### config.mk
export PLATFORM = sky130hd
export DESIGN_NAME = tcp_delay
export DESIGN_NICKNAME = d
export VERILOG_FILES = /design/src/rtl/core/tcp_pkg.sv /design/src/rtl/core/tcp_delay.sv
export SDC_FILE = /design/constraint.sdc
export NUM_CORES = 1
export LEC_CHECK = 0
export BUFFER_PORTS_ARGS = -buffer_cell sky130_fd_sc_hd__buf_4
export CORE_MARGIN = 2
export CORE_UTILIZATION = 56
export CTS_BUF_LIST = sky130_fd_sc_hd__clkbuf_8
export CTS_CLUSTER_SIZE = 25
export DETAILED_ROUTE_END_ITERATION = 8
export PLACE_DENSITY = 0.85
export SYNTH_ARGS = -nofsm -noshare
export SYNTH_HDL_FRONTEND = slang
export SYNTH_SLANG_ARGS = --single-unit
### constraint.sdc
create_clock -name clk -period 1 [get_ports clk]
set_clock_uncertainty 0.05 [all_clocks]
set_input_delay 0.2 -clock clk [delete_from_list [all_inputs] [get_ports clk]]
set_output_delay 0.2 -clock clk [all_outputs]
set_load 0.01 [all_outputs]
### src/rtl/core/tcp_pkg.sv
// Shared types and constants of the triangle plane clipper.
`timescale 1ns / 1ps

package tcp_pkg;

    localparam int COORD_W = 32;
    localparam int DIST_W  = 63;
    localparam int TDATA_W = 9 * COORD_W;
    localparam int ADDR_W  = 5;
    localparam int DATA_W  = 32;

    // quotient bits resolved by the crossing divider; larger quotients saturate
    localparam int QBITS     = 42;
    localparam int CROSS_LAT = QBITS + 6;
    localparam int OUT_DEPTH = 2;

    typedef logic signed [COORD_W-1:0] coord_t;
    typedef logic signed [DIST_W-1:0]  dist_t;

    typedef struct packed {
        coord_t z;
        coord_t y;
        coord_t x;
    } vert_t;

    typedef vert_t [2:0] tri_t;

    typedef struct packed {
        logic valid;
        logic sub;
    } slot_t;

    typedef struct packed {
        logic last;
        tri_t verts;
    } oq_t;

    localparam logic [2:0] REG_NORMAL_X  = 3'd0;
    localparam logic [2:0] REG_NORMAL_Y  = 3'd1;
    localparam logic [2:0] REG_NORMAL_Z  = 3'd2;
    localparam logic [2:0] REG_OFFSET    = 3'd3;
    localparam logic [2:0] REG_KEEP_POS  = 3'd4;
    localparam logic [2:0] REG_TOLERANCE = 3'd5;

    localparam coord_t      RST_NORMAL_X  = 32'sd0;
    localparam coord_t      RST_NORMAL_Y  = 32'sd0;
    localparam coord_t      RST_NORMAL_Z  = 32'sd1073741824;
    localparam coord_t      RST_OFFSET    = 32'sd0;
    localparam logic        RST_KEEP_POS  = 1'b1;
    localparam logic [31:0] RST_TOLERANCE = 32'd70369;

    localparam dist_t  DIST_MAX  = 63'sh3FFF_FFFF_FFFF_FFFF;
    localparam dist_t  DIST_MIN  = 63'sh4000_0000_0000_0000;
    localparam coord_t COORD_MAX = 32'sh7FFF_FFFF;
    localparam coord_t COORD_MIN = 32'sh8000_0000;
    localparam logic [40:0] DELTA_SAT = 41'h100_0000_0000;

endpackage

### src/rtl/core/tcp_delay.sv
// Enabled delay line that carries slot control and side data.
`timescale 1ns / 1ps

module tcp_delay #(
    parameter int WIDTH = 8,
    parameter int DEPTH = 4
) (
    input  logic                clk,
    input  logic                rst_n,
    input  logic                en,
    input  tcp_pkg::slot_t      slot_in,
    input  logic [WIDTH-1:0]    data_in,
    output tcp_pkg::slot_t      slot_out,
    output logic [WIDTH-1:0]    data_out
);

    tcp_pkg::slot_t   slot_reg [DEPTH];
    logic [WIDTH-1:0] data_reg [DEPTH];

    always_ff @(posedge clk or negedge rst_n)
    begin
        if (!rst_n)
        begin
            for (int i = 0; i < DEPTH; i++)
            begin
                slot_reg[i] <= '0;
            end
        end
        else if (en)
        begin
            slot_reg[0] <= slot_in;
            for (int i = 1; i < DEPTH; i++)
            begin
                slot_reg[i] <= slot_reg[i-1];
            end
        end
    end

    always_ff @(posedge clk)
    begin
        if (en)
        begin
            data_reg[0] <= data_in;
            for (int i = 1; i < DEPTH; i++)
            begin
                data_reg[i] <= data_reg[i-1];
            end
        end
    end

    assign slot_out = slot_reg[DEPTH-1];
    assign data_out = data_reg[DEPTH-1];

endmodule

==> impl_summary.md <==
Critical path
In this run the worst setup path begins at data_reg[3][1]. The minimum setup slack among reg-to-reg paths is 50 ps. The critical path is of the flip-flop to output port type.

The signal arrival time at the worst endpoint is 810 ps. The kind of end point of the critical path is an output port. The startpoint identified for the worst register-to-register timing path is slot_out[0].

Along the worst path, the maximum fanout reaches 1. The endpoint required time on the critical path is 750 ps. The highest cell delay on the worst timing path is 390 ps. The kind of cell with the highest combined delay along the critical path is flip-flops. The count of buffer and inverter cells on the critical path is 1. The reg-to-reg critical path endpoint is slot_out[0].

The critical path depth is 1. STA classifies the critical path startpoint as a flip-flop. The slowest stage of the critical path is the edfxtp_1 cell. The signal on the critical path passes through buf_6. The logic depth of the worst register-to-register path is 2. Following the worst setup path forward leads to its endpoint at data_out[1].

Final layout
The area growth from synthesis to final layout is 27.3%. Summing all multi-input logic gate instances after layout gives 120 sq um. The net count of the finished layout is 97. The flip-flop count of the largest register, all copies and words added is 32.

The final-layout fill cell count is 132. The core utilization of the finished layout is 0.752. In the final layout, the share of cells above drive strength 1 is 0.500. The number of antenna repair diodes is 0.

The sequential cells in the finished layout cover a total of 1160 sq um. For this run, the number of standard cells in the final layout without fillers is 112.

Synthesis
Synthesis produced a netlist with a net count of 64. Synthesis inferred 40 register bits. The sequential-to-total area share from yosys stat is 0.888. During synthesis, Yosys emitted a total of 0 warnings. The number of library cell types mapped by synthesis is 5. Dividing the synthesized area by the synthesized cell count gives 25.6 sq um. The post-synthesis cell area is 1310 sq um. The cell count after synthesis came out at 51.

STA
For the finished layout, the period the worst path requires is 1060 ps. Setup repair after global routing could not meet its margin everywhere. The slew at the pin closest to its max-slew limit is 180 ps. The final number of max-transition violations is 0. The total of endpoints with negative setup slack in the final report is 10.

Based on the critical path, the design can be clocked at up to 0.947 GHz. The final worst setup slack is -56.0 ps. The headroom to the max-slew limit is 0.880. The total negative slack for setup checks is -434 ps. The share of the clock period used by the worst path is 1.06. The hold violation count in the final report was 0.

Clock tree
The clock tree root buffer cell is clkbuf_8. The clock latency on the worst-skew pair is 280 ps. The number of buffers created by CTS is 5. Clock tree synthesis found a total of 40 sinks.

After clock tree synthesis, the clock-pin slew on the worst setup and hold paths is 70 ps. CTS built an H-tree with a depth of 2. The longest clock path from root to sink contains 2 buffers. TritonCTS built the clock tree.

Power and ir drop
The net switching share of the total power is 0.195. Of the total power, the clock network draws 0.287. For this design the static power due to leakage is 0.000674 uW. The portion of total power attributed to combinational logic is 0.096. The switching power total is 637 uW.

Of the total power, registers draw 0.617. The largest voltage drop on the vdd net is 1.51 mV. The total power draw is 3270 uW.

The internal power of the cells totals 2640 uW. In this run the power density over the cells is 1970 nW/um^2.

Route
The total routed wirelength is 1520 um. The routed length per placed instance is 13.6 um. For this block, the initial DRC count from the detailed router was 1. The count of antenna-violating nets left after detailed routing is 0. The number of vias after detailed routing is 536.

The per-cell via count in the routed design is 4.79. The number of detailed-routing iterations run before antenna repair is 4. The number of DRC violations after detailed routing is 0.

Placed design
The number of placed cells counting well taps is 102. The HPWL after detailed placement is 1040 um. The number of buffers added on ports is 22. The global placement routability congestion is 0.585.

Hold path
The kind of path behind the tightest hold check is input port to flip-flop. The number of cells on the worst hold path is 1.

Floorplanning
The vertical die dimension is 52.3 um. The floorplan has 17 rows. The full die area is 2740 sq um. The core region is 2210 sq um.

The starting density of the core is 0.591. The die is 52.3 um wide. The boundary pin count is 23.

GRT
The remaining global-route overflow is 0. The first global-routing pass estimated 2420 um of wire. The number of global-route vias before repair was 511. Entering global routing, the biggest net connects 16 pins. In the global route stage, overall resource usage came out at 0.144. The initial antenna violation count is 0.

Outcome
The run finished, with violations left. The checks that failed: negative setup slack.

Flow run
The number of violations of the max-capacitance limit is 0.
[cell usage after synthesis, drive strengths merged]
master | number | area, sq um
dfrtp | 8 | 200
buf | 3 | 26.3
mux2 | 8 | 120
edfxtp | 32 | 961
[final cells by class]
class / instances / share of cell area
Multi-Input combinational cell: 8 / 0.0722
Sequential cell: 40 / 0.698
Timing Repair Buffer: 29 / 0.162
Clock inverter: 2 / 0.00526
Clock buffer: 5 / 0.0414
Tap cell: 28 / 0.0211
[through the flow]
step / hold slack, ps / cell area [sq um] / setup slack (ps)
6_report: 44.6 / 1660 / -56.0
3_5_place_dp: -30.7 / 1520 / 48.5
2_1_floorplan: -146 / 1310 / 208
3_3_place_gp: -32.1 / 1520 / 68.3
5_1_grt: 27.7 / 1660 / -89.9
4_1_cts: 31.6 / 1640 / -74.1
[logic make-up (layout without fill, tap and decap cells)]
kind of cell | Yosys count | count (layout) | share of synthesized area
flip-flops | 40 | 40 | 0.888
buffers and inverters | 3 | 36 | 0.0201
multiplexers | 8 | 8 | 0.0919
[per-layer routing]
| layer | GRT usage | share of wire |
|---|---|---|
| met3 | 0.0600 | 0.068 |
| met1 | 0.162 | 0.39 |
| met2 | 0.208 | 0.51 |
| met4 | 0.128 | 0.031 |
| met5 | 0 | 0 |
[power by group through the flow]
stage               Combinational [uW]  Sequential (uW)  Clock [uW]
floorplan                          136             2040           0
global placement                   252             2040           0
detailed placement                 264             2050           0
CTS                                314             2020         976
global route                       341             2030        1040
finish                             316             2020         938
[worst min-delay path by stage]
stage / from / end / slack, ps
floorplan: rst_n / slot_out[0] / -150
detailed placement: rst_n / slot_reg[2] / -30
finish: data_in[5] / data_reg[0][5] / 40
global placement: rst_n / slot_out[1] / -30
global route: data_in[5] / data_reg[0][5] / 30
CTS: data_in[5] / data_reg[0][5] / 30
[what timing repair did]
action                                  4_1_cts  5_1_grt
resized for setup                             4        6
hold endpoints to repair                      8        0
hold buffers                                  1        0
endpoints found under the setup margin       10       10
buffers inserted                              2        0
[placed cells by master (no fill, tap or decap)]
cell / count
edfxtp_1: 32
buf_12: 1
buf_6: 10
dlygate4sd3_1: 1
inv_1: 1
mux2_4: 8
clkinv_2: 1
dfrtp_1: 8
clkbuf_8: 5
buf_4: 17
No activity file was read; power rests on OpenSTA's default activity.
